<file path="src/sv/mmnt_pkg.sv">
// Shared types and constants for the monophonic MIDI note tracker.
// Holds message kinds, parse positions, action codes and payload widths.
// No dependencies.
package mmnt_pkg;

	// Payload widths
	localparam int unsigned ByteW   = 8;
	localparam int unsigned Data7W  = 7;
	localparam int unsigned TuneW   = 21;
	localparam int unsigned FracW   = 13;
	localparam int unsigned ActW    = 3;
	localparam int unsigned MTdataW = 40;

	// Key offsets: note-on tunes from key 38, pitch bend folds the centre
	// of 0x2000 into one more semitone below
	localparam logic [ByteW-1:0] BaseKey     = 8'd38;
	localparam logic [ByteW-1:0] BendBaseKey = 8'd39;

	// Controller numbers that raise panic
	localparam logic [Data7W-1:0] CcAllSoundOff = 7'h78;
	localparam logic [Data7W-1:0] CcAllNotesOff = 7'h7B;

	// Message kinds (high nibble of the status byte)
	typedef enum logic [3:0] {
		KIND_NOTE_OFF   = 4'h8,
		KIND_NOTE_ON    = 4'h9,
		KIND_POLY_TOUCH = 4'hA,
		KIND_CONTROL    = 4'hB,
		KIND_PROGRAM    = 4'hC,
		KIND_AFTERTOUCH = 4'hD,
		KIND_BEND       = 4'hE,
		KIND_SYSTEM     = 4'hF
	} kind_t;

	// Parser position within a message
	typedef enum logic [1:0] {
		POS_STATUS = 2'd0,
		POS_DATA1  = 2'd1,
		POS_DATA2  = 2'd2
	} pos_t;

	// Result action codes
	typedef enum logic [ActW-1:0] {
		ACT_NONE    = 3'd0,
		ACT_NOTE_ON = 3'd1,
		ACT_RELEASE = 3'd2,
		ACT_PANIC   = 3'd3,
		ACT_BEND    = 3'd4
	} act_t;

	// Configuration register indexes
	localparam logic REG_LEGATO = 1'b0;

	// One result beat
	typedef struct packed {
		logic [ActW-1:0]   action;
		logic              retrigger;
		logic [TuneW-1:0]  tuning;
		logic [Data7W-1:0] velocity;
		logic [Data7W-1:0] key;
	} result_t;

endpackage

</file>
<file path="src/sv/midi_mono_note_tracker.sv">
// Monophonic last-note MIDI tracker: one result beat for every MIDI byte beat.
// Throughput: one byte per cycle while the skid register is empty; a
// two-entry output stage (result register plus skid register) keeps
// input open while one result waits.
// Reset (arst_n low): parser expects status, no note held, key, velocity
// and legato cleared, output stage empty.
module midi_mono_note_tracker (
	input  logic                          clk,
	input  logic                          arst_n,
	// Byte stream in
	input  logic                          s_tvalid,
	output logic                          s_tready,
	input  logic [mmnt_pkg::ByteW-1:0]    s_tdata,   // [7:0] midi_byte
	input  logic                          s_tlast,   // end_of_block
	// Result stream out
	output logic                          m_tvalid,
	input  logic                          m_tready,
	output logic [mmnt_pkg::MTdataW-1:0]  m_tdata,   // [0] retrigger, [21:1] tuning,
	                                                 // [28:22] velocity, [35:29] key,
	                                                 // [39:36] zero
	output logic [mmnt_pkg::ActW-1:0]     m_tuser,   // [2:0] action
	// Configuration port
	input  logic                          psel,
	input  logic                          penable,
	input  logic                          pwrite,
	input  logic [2:0]                    paddr,
	input  logic [31:0]                   pwdata,
	output logic [31:0]                   prdata,
	output logic                          pready
);

	// Configuration and tracker state
	logic                               legato_q;
	mmnt_pkg::pos_t                     pos_q, pos_d;
	logic [3:0]                         kind_q, kind_d;
	logic [mmnt_pkg::Data7W-1:0]        first_q, first_d;
	logic [mmnt_pkg::Data7W-1:0]        key_q, key_d;
	logic                               held_vld_q, held_vld_d;
	logic [mmnt_pkg::Data7W-1:0]        held_key_q, held_key_d;
	logic [mmnt_pkg::Data7W-1:0]        vel_q, vel_d;

	// Output stage
	mmnt_pkg::result_t                  res_d, res_q, skid_q;
	logic                               res_vld_q, skid_vld_q;

	logic                               in_beat, out_beat;
	logic [mmnt_pkg::Data7W-1:0]        data7;
	logic signed [mmnt_pkg::ByteW-1:0]  note_semi, bend_semi;

	assign in_beat  = s_tvalid && s_tready;
	assign out_beat = m_tvalid && m_tready;
	assign s_tready = !skid_vld_q;

	// Configuration: write legato, read it back
	assign pready = 1'b1;
	assign prdata = {31'd0, legato_q};

	always_ff @(posedge clk or negedge arst_n) begin
		if (!arst_n) begin
			legato_q <= 1'b0;
		end else if (psel && penable && pwrite && pready && (paddr[2] == mmnt_pkg::REG_LEGATO)) begin
			legato_q <= pwdata[0];
		end
	end

	// Parse one byte and work out the next state and the result
	assign data7     = s_tdata[mmnt_pkg::Data7W-1:0];
	assign note_semi = signed'({1'b0, first_q} - mmnt_pkg::BaseKey);
	assign bend_semi = signed'({1'b0, key_q} - mmnt_pkg::BendBaseKey);

	always_comb begin
		pos_d      = pos_q;
		kind_d     = kind_q;
		first_d    = first_q;
		key_d      = key_q;
		held_vld_d = held_vld_q;
		held_key_d = held_key_q;
		vel_d      = vel_q;
		res_d      = '0;
		res_d.action = mmnt_pkg::ACT_NONE;

		case (pos_q)
			mmnt_pkg::POS_STATUS: begin
				// Skip system bytes; take any other high nibble as a kind
				if (s_tdata[7:4] != mmnt_pkg::KIND_SYSTEM) begin
					kind_d = s_tdata[7:4];
					pos_d  = mmnt_pkg::POS_DATA1;
				end
			end
			mmnt_pkg::POS_DATA1: begin
				first_d = data7;
				if (kind_q inside {mmnt_pkg::KIND_PROGRAM, mmnt_pkg::KIND_AFTERTOUCH}) begin
					pos_d = mmnt_pkg::POS_STATUS;
				end else begin
					pos_d = mmnt_pkg::POS_DATA2;
				end
			end
			default: begin
				// Second data byte completes the message
				pos_d = mmnt_pkg::POS_STATUS;
				if (kind_q == mmnt_pkg::KIND_NOTE_ON && data7 != '0) begin
					key_d           = first_q;
					vel_d           = data7;
					held_vld_d      = 1'b1;
					held_key_d      = first_q;
					res_d.action    = mmnt_pkg::ACT_NOTE_ON;
					res_d.retrigger = !held_vld_q || !legato_q;
					res_d.tuning    = {note_semi, {mmnt_pkg::FracW{1'b0}}};
				end else if (kind_q inside {mmnt_pkg::KIND_NOTE_OFF, mmnt_pkg::KIND_NOTE_ON}) begin
					key_d = first_q;
					if (held_vld_q && held_key_q == first_q) begin
						held_vld_d   = 1'b0;
						res_d.action = mmnt_pkg::ACT_RELEASE;
					end
				end else if (kind_q == mmnt_pkg::KIND_CONTROL) begin
					if (first_q == mmnt_pkg::CcAllSoundOff || first_q == mmnt_pkg::CcAllNotesOff) begin
						held_vld_d   = 1'b0;
						res_d.action = mmnt_pkg::ACT_PANIC;
					end
				end else if (kind_q == mmnt_pkg::KIND_BEND) begin
					// (key - 39) semitones plus the raw 14-bit bend word
					res_d.action = mmnt_pkg::ACT_BEND;
					res_d.tuning = {bend_semi, {mmnt_pkg::FracW{1'b0}}}
						+ {{(mmnt_pkg::TuneW-2*mmnt_pkg::Data7W){1'b0}}, data7, first_q};
				end
			end
		endcase

		// End of block drops any partial message
		if (s_tlast) begin
			pos_d = mmnt_pkg::POS_STATUS;
		end

		res_d.velocity = vel_d;
		res_d.key      = key_d;
	end

	// Advance tracker state on each input beat
	always_ff @(posedge clk or negedge arst_n) begin
		if (!arst_n) begin
			pos_q      <= mmnt_pkg::POS_STATUS;
			kind_q     <= '0;
			first_q    <= '0;
			key_q      <= '0;
			held_vld_q <= 1'b0;
			held_key_q <= '0;
			vel_q      <= '0;
		end else if (in_beat) begin
			pos_q      <= pos_d;
			kind_q     <= kind_d;
			first_q    <= first_d;
			key_q      <= key_d;
			held_vld_q <= held_vld_d;
			held_key_q <= held_key_d;
			vel_q      <= vel_d;
		end
	end

	// Output valid flags: result register backed by a skid register
	always_ff @(posedge clk or negedge arst_n) begin
		if (!arst_n) begin
			res_vld_q  <= 1'b0;
			skid_vld_q <= 1'b0;
		end else begin
			if (!res_vld_q || out_beat) begin
				res_vld_q  <= skid_vld_q || in_beat;
				skid_vld_q <= 1'b0;
			end else if (in_beat) begin
				skid_vld_q <= 1'b1;
			end
		end
	end

	// Output payload: hold when stalled, refill from skid first
	always_ff @(posedge clk) begin
		if (!res_vld_q || out_beat) begin
			res_q <= skid_vld_q ? skid_q : res_d;
		end
		if (in_beat && res_vld_q && !out_beat) begin
			skid_q <= res_d;
		end
	end

	assign m_tvalid = res_vld_q;
	assign m_tuser  = res_q.action;
	assign m_tdata  = {{(mmnt_pkg::MTdataW-1-mmnt_pkg::TuneW-2*mmnt_pkg::Data7W){1'b0}},
		res_q.key, res_q.velocity, res_q.tuning, res_q.retrigger};

endmodule

</file>
<file path="config.mk">
export PLATFORM = sky130hd
export DESIGN_NAME = midi_mono_note_tracker
export DESIGN_NICKNAME = d
export VERILOG_FILES = /design/src/sv/mmnt_pkg.sv /design/src/sv/midi_mono_note_tracker.sv
export SDC_FILE = /design/constraint.sdc
export NUM_CORES = 1
export LEC_CHECK = 0
export BUFFER_PORTS_ARGS = -buffer_cell sky130_fd_sc_hd__buf_2
export CAP_MARGIN = 5
export CORE_MARGIN = 5
export CORE_UTILIZATION = 54
export DETAILED_ROUTE_END_ITERATION = 6
export PLACE_DENSITY = 0.85
export SYNTH_ARGS = -nofsm -noshare
export SYNTH_HDL_FRONTEND = slang
export SYNTH_SLANG_ARGS = --single-unit
</file>
<file path="constraint.sdc">
create_clock -name clk -period 4 [get_ports clk]
set_input_delay 0.4 -clock clk [delete_from_list [all_inputs] [get_ports clk]]
set_output_delay 0.4 -clock clk [all_outputs]
set_load 0.02 [all_outputs]
</file>
[After elaboration in Yosys (flattened, before gate mapping)]
Cells that the tools add are included.
Word-level totals
  word-level logic and storage cells: 98
  flip-flop bits (word level): 116
  bits of input ports: 51
Operators by class
  bitwise gates (word level): 2
  add/subtract/negate cells: 3
  multiplexer cells: 29
  eq/ne operators: 13
  reduce and logical (&&, ||, !) cells: 31
Operator list (number)
  21-bit two-way mux: 4
  39-bit two-way mux: 1
  7-bit two-way mux: 5
  25-bit two-way mux: 1
  4-bit == test, second input constant: 6
  21-bit by 14-bit adder with 21-bit output: 1
  7-bit by 6-bit subtractor with 8-bit output, second input constant: 2
  7-bit == test, second input constant: 2
  3-bit two-way mux: 4
  2-bit two-way mux: 5
  1-bit logical AND: 9
  1-bit two-way mux: 8
  7-bit == test: 1
  7-bit nonzero test: 1
  3-bit AND reduction: 2
  2-bit nonzero test: 3
  3-bit nonzero test: 2
  1-bit zero test: 5
  5-bit AND reduction: 1
  1-bit logical OR: 4
  4-bit != test, second input constant: 1
  2-bit case mux with 2 select lines: 1
  2-bit AND reduction: 2
  3-bit by 2-bit != test with 1-bit output, second input constant: 1
  5 further kinds: 6

[Logic depth before layout (Yosys ltp)]
Gate-level depths: netlist (run 1).
  depth in word-level cells: 8
  mapped depth: 9
  mapped depth without buffers: 9

[Worst setup path after synthesis (run 1)]
Ideal clock, no wire load.
  path type: reg-to-reg
  start: reg res_vld_q (netlist: m_tvalid)
  end: reg skid_q[0] (netlist name) (enable)
  library setup time: 435 ps
  stages on the path, launching flop included: 3
  slack: 382 ps
  data arrival time: 3183 ps
  data required time: 3565 ps
  clock period less this slack: 3618 ps
  cell sequence: dfrtp_1 -> nand2b_1 -> nor2_1
On the way
  cells in the longest elaborated chain, start to end: 3
RTL lines
  from (decl): RTL line midi_mono_note_tracker.sv:44  | logic res_vld_q, skid_vld_q;
  from (signal assigned): RTL line midi_mono_note_tracker.sv:166  | res_vld_q <= skid_vld_q || in_beat;
  1-bit logical AND: RTL line midi_mono_note_tracker.sv:51  | assign out_beat = m_tvalid && m_tready;
  1-bit zero test: RTL line midi_mono_note_tracker.sv:179  | if (in_beat && res_vld_q && !out_beat) begin
  1-bit logical AND *: RTL line midi_mono_note_tracker.sv:179
  to (signal assigned): RTL line midi_mono_note_tracker.sv:180  | skid_q <= res_d;
  to (decl): RTL line midi_mono_note_tracker.sv:43  | mmnt_pkg::result_t res_d, res_q, skid_q;
Mark *: on every way between the ends. The rest lies on a longest branch, timed or not.
A chain may end at the register's enable or synchronous reset.

==> metrics.csv, run 1 <==
stage,metric,value,unit
floorplan,ioPinCount,129,
power,power_density,653,nW/um^2
placement,portBuffers,59,
yosys,synthCells,423,
drt,drt_wl_total,11100,um
yosys,synth_async_sr_flop_share,32.8,%
drt,drc,0,
floorplan,die_h,111,um
critical_path,critPathArrivalTime,3.09,ns
power,p_switching,1.27,mW
clock_network,ctsHoldBuffers,1,
finish,fin_nets,537,
finish,seqCellArea,3290,sq um
grt,grt_pass1_vias,3476,
critical_path,worstPathCellList,"nand2_1, nor3_2, nand2_1, mux2_2, mux2_2",
critical_path,endpoint_kind,register,
drt,vias,3507,
power,internal-power,2.91,mW
critical_path,cp_slowest_cell,dfrtp_1,
finish,area_growth,15.7,%
power,swShare,30.4,%
drt,wl_met3,1020,um
clock_network,cts_htree_levels,4,
timing,finalSetupViolCount,0,
yosys,syn_avg_cell_area,13.1,sq um
finish,drive_gt1_share,35.2,%
power,peakVddDrop,0.298,mV
yosys,synth.area.top_cells,"edfxtp_1, dfrtp_1, mux2_2, buf_4, nand2_1",
timing,period_share,70.4,%
yosys,ys_ff_latch,116,
yosys,synth_ff_type,edfxtp_1,
grt,grt_use_total,18.5,%
critical_path,worst-setup-path-type,reg -> reg,
timing,min_period,2.81,ns
floorplan,fp.dieW,111,um
run_status,outcome,completed,
clock_network,clock-sinks,116,
finish,num-fill-cells,705,
floorplan,dieArea,12400,sq um
yosys,yosysTopAreaCellShare,42.4,%
clock_network,cts_resized,0,
drt,wire_per_inst,17.6,um
yosys,yosys_warnings,0,
hold_path,hold_path_class,in -> reg,
critical_path,worstSetupStartpointType,register,
power,p_leak,2.82,nW
drt,wl_met2,5340,um
clock_network,post_cts_buffers,0,
yosys,synth_edf_count,78,
finish,multi_input_area,1970,sq um
clock_network,cts-buffers-inserted,17,
job,cap_violations,0,
drt,ant_nets,0,
finish,diodes,0,
drt,drt-met1-wl,4360,um
clock_network,clockBufferDepth,2,
timing,fin_skew,0.00694,ns
clock_network,cts_root_buf,clkbuf_8,
grt,globalRoute.totalOverflow,0,
power,power,4.18,mW
drt,detail_route.iter0.violations,308,
timing,slew_viol_final,0,
timing,worst_slew_pin_slew,0.868,ns
grt,grt_max_degree,42,
timing,rsz0062_at_grt,no,
critical_path,critical_path_buf_inv_count,0,
drt,top_layer_used,met4,
critical_path,cp_slowest_stage_delay,0.72,ns
timing,finalHoldViolCount,0,
yosys,synthDistinctLibCells,56,
drt,via_per_inst,5.56,
timing,fmax,355,MHz
critical_path,critical_path_required,4.27,ns
yosys,syn-cell-area,5530,sq um
clock_network,clk_latency,0.52,ns
critical_path,crit_family,simple AND/OR/NAND/NOR gates,
timing,tns,0,ns
grt,grt_antenna_before_repair,0,
power,share_comb_of_total_power,20.0,%
timing,slew_headroom,42.1,%
floorplan,initial_utilization,54.5,%
placement,post-dp-hpwl,7130,um
grt,grt_pass1_wl,17800,um
power,clkPwrFrac,36.9,%
clock_network,path_clk_slew,0.06,ns
floorplan,core,10100,sq um
critical_path,crit_fanout,22,
placement,gp_congestion,0.879,
floorplan,num_rows,37,
yosys,yosysTopAreaCell,edfxtp_1,
drt,drtPass1Iterations,7,
yosys,yosysSeqAreaShare,59.6,%
power,p_seq_share,43.1,%
finish,fin_util,63.1,%
clock_network,cts_tree,built,
==> area by class of cell <==
cell class                      count  area share, %
Clock inverter                     12           2.33
Inverter                            4          0.235
Clock buffer                       20           7.31
Timing Repair Buffer               64           5.24
Multi-Input combinational cell    279           30.8
Sequential cell                   116           51.5
Tap cell                          136           2.66
==> power groups by stage <==
stage / logic [mW] / clock network (mW) / registers, mW
final: 0.836 / 1.54 / 1.80
after global routing: 0.911 / 1.63 / 1.82
after CTS: 0.833 / 1.56 / 1.79
after detailed placement: 0.818 / 0 / 1.81
after global placement: 0.788 / 0 / 1.79
after floorplan: 0.694 / 0 / 1.72
==> flip-flops by register name (all words and copies together) (netlist names) <==
name and count:
m_tdata 36, kind_q 4, legato_q 1, vel_q 7
pos_q 2, m_tuser 3, m_tvalid 1, first_q 7
skid_vld_q 1, held_key_q 7, skid_q 39, key_q 7
held_vld_q 1
==> kinds of logic (layout without fill, tap and decap cells) <==
| family | Yosys count | after routing | synth area share, % |
|---|---|---|---|
| mux | 66 | 66 | 13.5 |
| buf+inv | 62 | 100 | 7.33 |
| fa+ha+maj | 5 | 5 | 1.09 |
| xor+xnor | 18 | 18 | 2.85 |
| flops | 116 | 116 | 59.6 |
| simple gates | 123 | 123 | 11.1 |
| other cells | 2 | 36 | 0.136 |
| compound gates | 31 | 31 | 4.46 |
==> final timing paths <==
| path | start | end | slack [ns] | cells past startpoint |
|---|---|---|---|---|
| worst max register to register | pos_q[1] | m_tdata[26] | 1.19 | 5 |
| max in group asynchronous | arst_n | vel_q[2] | 2.92 | 2 |
| worst min-delay path | pwdata[0] | legato_q | 0.12 | 2 |
| min in group asynchronous | arst_n | key_q[4] | 0.52 | 2 |
| worst max-delay path | pos_q[1] | m_tdata[26] | 1.19 | 5 |
| worst min register to register | vel_q[2] | vel_q[2] | 0.50 | 1 |
==> layout by cell type (no fill, tap or decap), types with 2 or more instances in the layout <==
master,netlist,routed
o31a_1,2,2
nor3_1,4,4
bufinv_16,0,3
xor2_1,7,7
a211o_1,2,2
nand4_1,4,4
clkbuf_16,0,18
buf_2,3,59
o21ai_1,3,3
nor2_1,4,3
edfxtp_1,78,78
inv_1,4,4
clkinvlp_4,0,2
ha_1,4,4
buf_4,43,4
xnor2_1,11,11
nand2_2,2,2
a21oi_1,3,3
nor4_1,3,3
conb_1,2,36
nor3b_2,2,2
nand2_1,70,70
nand3_1,4,4
o21ai_0,4,4
clkinv_4,0,2
mux2_2,65,65
clkinv_2,0,4
nor2b_1,3,3
a31oi_1,3,3
and2_1,2,2
dfrtp_1,38,38
and3_1,12,12
a22o_1,4,4
==> synth_stat cells (3+ instances only) <==
master,n
buf_2,3
buf_4,43
mux2_2,65
xnor2_1,11
and3_1,12
nand2_1,70
nand3_1,4
xor2_1,7
ha_1,4
nand4_1,4
nor4_1,3
clkbuf_1,10
nor2_1,4
o21ai_1,3
a22o_1,4
a21oi_1,3
o21ai_0,4
edfxtp_1,78
a31oi_1,3
nor2b_1,3
dfrtp_1,38
nor3_1,4
inv_1,4
==> routing by layer <==
layer | up-vias | GRT usage, %
met5 | - | 0
met4 | 0 | 8.27
met3 | 36 | 7.10
met2 | 202 | 29.3
met1 | 1697 | 22.4
li1 | 1572 | -
==> stage by stage <==
stage / hold slack (ns) / std cells / area (sq um) / setup slack (ns)
2_1_floorplan: 0.104 / 457 / 5660 / 0.382
3_3_place_gp: 0.477 / 598 / 5770 / 1.18
3_5_place_dp: 0.491 / 598 / 5770 / 1.17
4_1_cts: 0.100 / 631 / 6400 / 1.25
5_1_grt: 0.0992 / 631 / 6400 / 1.02
6_report: 0.119 / 631 / 6400 / 1.19
==> worst register-to-register path, delay by kind of cell, from the launching register on <==
kind / cells / cell delay [ns]
simple gates: 3 / 1.15
flops: 1 / 0.72
mux: 2 / 0.69
(Power assumes the default switching activity.)
==> run 2, diff against run 1 <==
CORE_UTILIZATION = 49   (was 54)
PLACE_DENSITY = 0.82   (was 0.85)
clock period = 2.3 ns   (was 4 ns; I/O delays follow)
==> metrics.csv, run 2 (synthesized netlist as in run 1, its figures left out) <==
stage,metric,value,unit
timing,finalHoldViolCount,0,
grt,grt_use_total,18.2,%
finish,drive_gt1_share,38.8,%
floorplan,num_rows,38,
grt,globalRoute.totalOverflow,0,
finish,largest_reg_flops,39,
timing,tns,0,ns
clock_network,cts_root_buf,clkbuf_16,
drt,drc,0,
critical_path,r2r-start,key_q[0],
clock_network,cts_htree_levels,4,
critical_path,r2r_slack,0.08,ns
clock_network,path_clk_slew,0.05,ns
drt,via_per_inst,5.38,
placement,dpl_cell_area,5980,sq um
timing,fmax,451,MHz
power,internal-power,5.23,mW
placement,pre_cts_ws,-0.0126,ns
finish,area_growth,20.2,%
hold_path,whs_endpoint,legato_q,
placement,portBuffers,59,
finish,final_area,6650,sq um
timing,finalSetupViolCount,0,
hold_path,min_path_cells,2,
drt,vias,3553,
clock_network,post_cts_buffers,0,
critical_path,worst-setup-path-type,reg -> reg,
finish,fin_util,60.8,%
power,share_comb_of_total_power,21.9,%
clock_network,clock-sinks,116,
drt,detail_route.iter0.violations,292,
floorplan,initial_utilization,50.6,%
power,p_leak,2.96,nW
finish,final_common_cell,edfxtp_1,
timing,period_share,96.5,%
floorplan,core,10900,sq um
grt,grt_pass1_wl,18400,um
finish,final_cell_mix,"edfxtp_1, nand2_1, mux2_2",
clock_network,clk_latency,0.42,ns
floorplan,fp.dieW,116,um
hold_path,hp-start,pwdata[0],
critical_path,critical_path_required,2.47,ns
finish,fin_nets,562,
finish,top_register,skid_q,
timing,worst_slew_pin_slew,0.851,ns
critical_path,crit_fanout,4,
power,p_switching,2.26,mW
drt,wire_per_inst,17.7,um
power,p_seq_share,41.3,%
floorplan,dieArea,13500,sq um
run_status,outcome,completed,
timing,slew_headroom,43.3,%
grt,grt_antenna_before_repair,0,
job,cap_violations,0,
power,peakVddDrop,0.589,mV
power,swShare,30.1,%
critical_path,rr_endpoint,m_tdata[19],
clock_network,cts-buffers-inserted,17,
power,clkPwrFrac,36.8,%
power,power_density,1130,nW/um^2
floorplan,die_h,116,um
timing,layout_setup_ws,0.0807,ns
finish,stdcell_count,660,
drt,drtPass1Iterations,5,
placement,post-dp-hpwl,7860,um
critical_path,worstSetupStartpointType,register,
floorplan,ioPinCount,129,
placement,dp.cells,627,
critical_path,critPathArrivalTime,2.39,ns
grt,grt_max_degree,42,
drt,drt_wl_total,11700,um
grt,grt_pass1_vias,3586,
finish,diodes,0,
critical_path,r2r_cells,7,
timing,slew_viol_final,0,
placement,gp_congestion,0.876,
timing,min_period,2.22,ns
hold_path,hold_path_class,in -> reg,
clock_network,clockBufferDepth,2,
timing,fin_skew,0.00850,ns
critical_path,endpoint_kind,register,
clock_network,cts_tree,built,
drt,ant_nets,0,
## run 2: critical path: stages (launching register included)
cell and delay (ns):
dfrtp_2 0.44, buf_4 0.16, a21bo_2 0.20, o21ai_1 0.17
a31oi_1 0.19, o211a_1 0.25, o31a_1 0.31, mux2_4 0.26
## run 2: worst max path at each step
stage,startpoint,endpoint,slack [ns],cells after the start
after floorplan,key_q[1],m_tdata[19],0.09,7
after global placement,s_tdata[5],m_tdata[24],0.01,6
after detailed placement,s_tdata[5],m_tuser[0],-0.01,7
after CTS,key_q[0],m_tdata[18],0.02,8
after global routing,key_q[0],m_tdata[18],-0.004,9
final,key_q[0],m_tdata[19],0.08,7
## run 2: cell type report
class	instances	area (sq um)
Fill cell	816	4290
Sequential cell	116	3290
Multi-Input combinational cell	279	2000
Timing Repair Buffer	89	536
Clock buffer	19	443
Clock inverter	13	181
Tap cell	140	175
Inverter	4	15.0
## run 2: power by group through the flow
| stage | Sequential [mW] | Clock [mW] | Combinational (mW) |
|---|---|---|---|
| after CTS | 3.06 | 2.78 | 1.61 |
| after detailed placement | 3.10 | 0 | 1.60 |
| after floorplan | 2.99 | 0 | 1.21 |
| after global routing | 3.13 | 2.90 | 1.79 |
| final | 3.09 | 2.76 | 1.64 |
| after global placement | 3.07 | 0 | 1.54 |
## run 2: metal layers
metal	wire length [um]	vias to the layer above	global-route usage, %	share of wire (%)
met3	695	29	4.66	6.0
li1	-	1625	-	-
met2	5860	129	29.5	50
met5	0	-	0	0
met1	4800	1770	22.5	41
met4	302	0	9.20	2.6
## run 2: through the flow
stage / hold slack, ns / power [mW]
after floorplan: -0.0656 / 4.20
after global placement: 0.370 / 4.61
after detailed placement: 0.382 / 4.70
after CTS: 0.0408 / 7.46
after global routing: 0.0411 / 7.82
final: 0.0545 / 7.49
## run 2: what timing repair did
action                                  CTS  global route
resized for setup                         0             6
endpoints found under the setup margin    0             3
hold buffers                              1             0
hold endpoints to repair                 38             0
==> run 3, diff against run 2 <==
BUFFER_PORTS_ARGS = -buffer_cell sky130_fd_sc_hd__clkbuf_2   (was -buffer_cell sky130_fd_sc_hd__buf_2)
CORE_MARGIN = 8   (was 5)
CORE_UTILIZATION = 54   (was 49)
PLACE_DENSITY = 0.85   (was 0.82)
clock period = 2.55 ns   (was 2.3 ns; I/O delays follow)
==> metrics.csv, run 3 (synthesized netlist as in run 1, its figures left out) <==
stage,metric,value,unit
finish,stdcell_count,645,
drt,drt_wl_total,12000,um
critical_path,crit_family,compound AO/OA/AOI/OAI gates,
floorplan,core,10100,sq um
finish,top_register,skid_q,
job,cap_violations,0,
timing,tns,0,ns
clock_network,clk_latency,0.51,ns
hold_path,hold_path_class,in -> reg,
grt,grt_pass1_vias,3758,
grt,grt_use_total,18.8,%
finish,multi_input_area,1970,sq um
critical_path,critical_path_required,2.81,ns
timing,layout_setup_ws,0.163,ns
placement,portBuffers,59,
power,p_leak,2.86,nW
timing,finalHoldViolCount,0,
drt,drt-met1-wl,4880,um
floorplan,num_rows,37,
drt,ant_nets,0,
run_status,outcome,completed,
clock_network,path_clk_slew,0.05,ns
grt,grt_antenna_before_repair,0,
timing,min_period,2.39,ns
placement,dp.cells,610,
power,power_density,998,nW/um^2
drt,wire_per_inst,18.5,um
timing,period_share,93.6,%
timing,worst_slew_pin_slew,1.00,ns
drt,detail_route.iter0.violations,323,
placement,pre_cts_ws,0.113,ns
timing,slew_headroom,33.2,%
critical_path,critPathArrivalTime,2.65,ns
drt,via_per_inst,5.53,
finish,diodes,0,
clock_network,clock-sinks,116,
clock_network,clockBufferDepth,2,
power,peakVddDrop,0.419,mV
finish,fin_nets,551,
grt,grt_pass1_wl,19400,um
timing,fin_skew,0.00542,ns
floorplan,fp.dieW,117,um
grt,grt_max_degree,42,
drt,top_layer_used,met4,
floorplan,initial_utilization,54.5,%
timing,finalSetupViolCount,0,
drt,wl_met3,821,um
clock_network,cts_htree_levels,4,
floorplan,die_h,117,um
finish,drive_gt1_share,35.8,%
finish,final_cell_mix,"edfxtp_1, nand2_1, mux2_2",
timing,fmax,419,MHz
drt,drtPass1Iterations,7,
clock_network,cts_root_buf,clkbuf_8,
critical_path,critical_path_buf_inv_count,0,
finish,area_growth,16.8,%
critical_path,worst-setup-path-type,reg -> reg,
placement,gp_congestion,0.878,
critical_path,cp_slowest_cell,dfrtp_1,
critical_path,crit_fanout,6,
critical_path,cp_slowest_stage_delay,0.42,ns
finish,seqCellArea,3290,sq um
finish,final_common_cell,edfxtp_1,
critical_path,endpoint_kind,register,
placement,post-dp-hpwl,7720,um
timing,slew_viol_final,0,
floorplan,ioPinCount,129,
critical_path,worstPathCellList,"ha_1, a21bo_2, o21ai_1, a31oi_1, o211a_1, o31a_1, mux2_4",
drt,vias,3570,
finish,largest_reg_flops,39,
critical_path,worstSetupStartpointType,register,
grt,globalRoute.totalOverflow,0,
drt,drc,0,
timing,rsz0062_at_grt,no,
finish,num-fill-cells,675,
clock_network,cts-buffers-inserted,17,
clock_network,cts_tree,built,
floorplan,dieArea,13700,sq um
drt,wl_met2,5920,um
run 3: path summary, 6_finish.rpt:
check | cells past startpoint | slack [ns] | to | from
max reg2reg | 7 | 0.16 | m_tdata[19] | key_q[0]
max in group asynchronous | 2 | 1.48 | held_key_q[4] | arst_n
min | 3 | 0.03 | m_tvalid | s_tvalid
max | 7 | 0.16 | m_tdata[19] | key_q[0]
min in group asynchronous | 2 | 0.45 | key_q[4] | arst_n
min reg2reg | 1 | 0.51 | vel_q[1] | vel_q[1]
run 3: worst register-to-register path, stage by stage (launching register included):
cell,delay [ns]
dfrtp_1,0.42
ha_1,0.27
a21bo_2,0.24
o21ai_1,0.18
a31oi_1,0.19
o211a_1,0.26
o31a_1,0.32
mux2_4,0.26
run 3: area by class of cell:
class	count	share of cell area [%]
Sequential cell	116	51.0
Multi-Input combinational cell	279	30.5
Timing Repair Buffer	78	6.90
Clock buffer	20	6.59
Tap cell	136	2.64
Clock inverter	12	2.17
Inverter	4	0.233
run 3: timing repair:
item                       CTS  global route
setup buffers                0             0
hold endpoints to repair    40             0
setup endpoints to repair    0             1
hold buffers                 3             0
resized for setup            0             1
run 3: through the flow:
step	util, %	instance area, sq um	hold slack, ns	power, mW
finish	63.7	6460	0.0334	6.45
global route	63.7	6460	0.0255	6.70
CTS	63.7	6460	0.00623	6.42
detailed placement	57.8	5860	0.461	4.15
global placement	57.8	5860	0.443	4.07
floorplan	-	5670	-0.0406	3.79
run 3: report_power, final:
part,internal (mW),switching [mW]
clock network,1.47,0.795
registers,2.39,0.414
logic,0.599,0.778
run 3: per-layer routing:
metal	global-route usage (%)	vias to the layer above
met5	0	-
met4	8.87	0
li1	-	1594
met1	22.5	1762
met2	30.9	182
met3	4.98	32
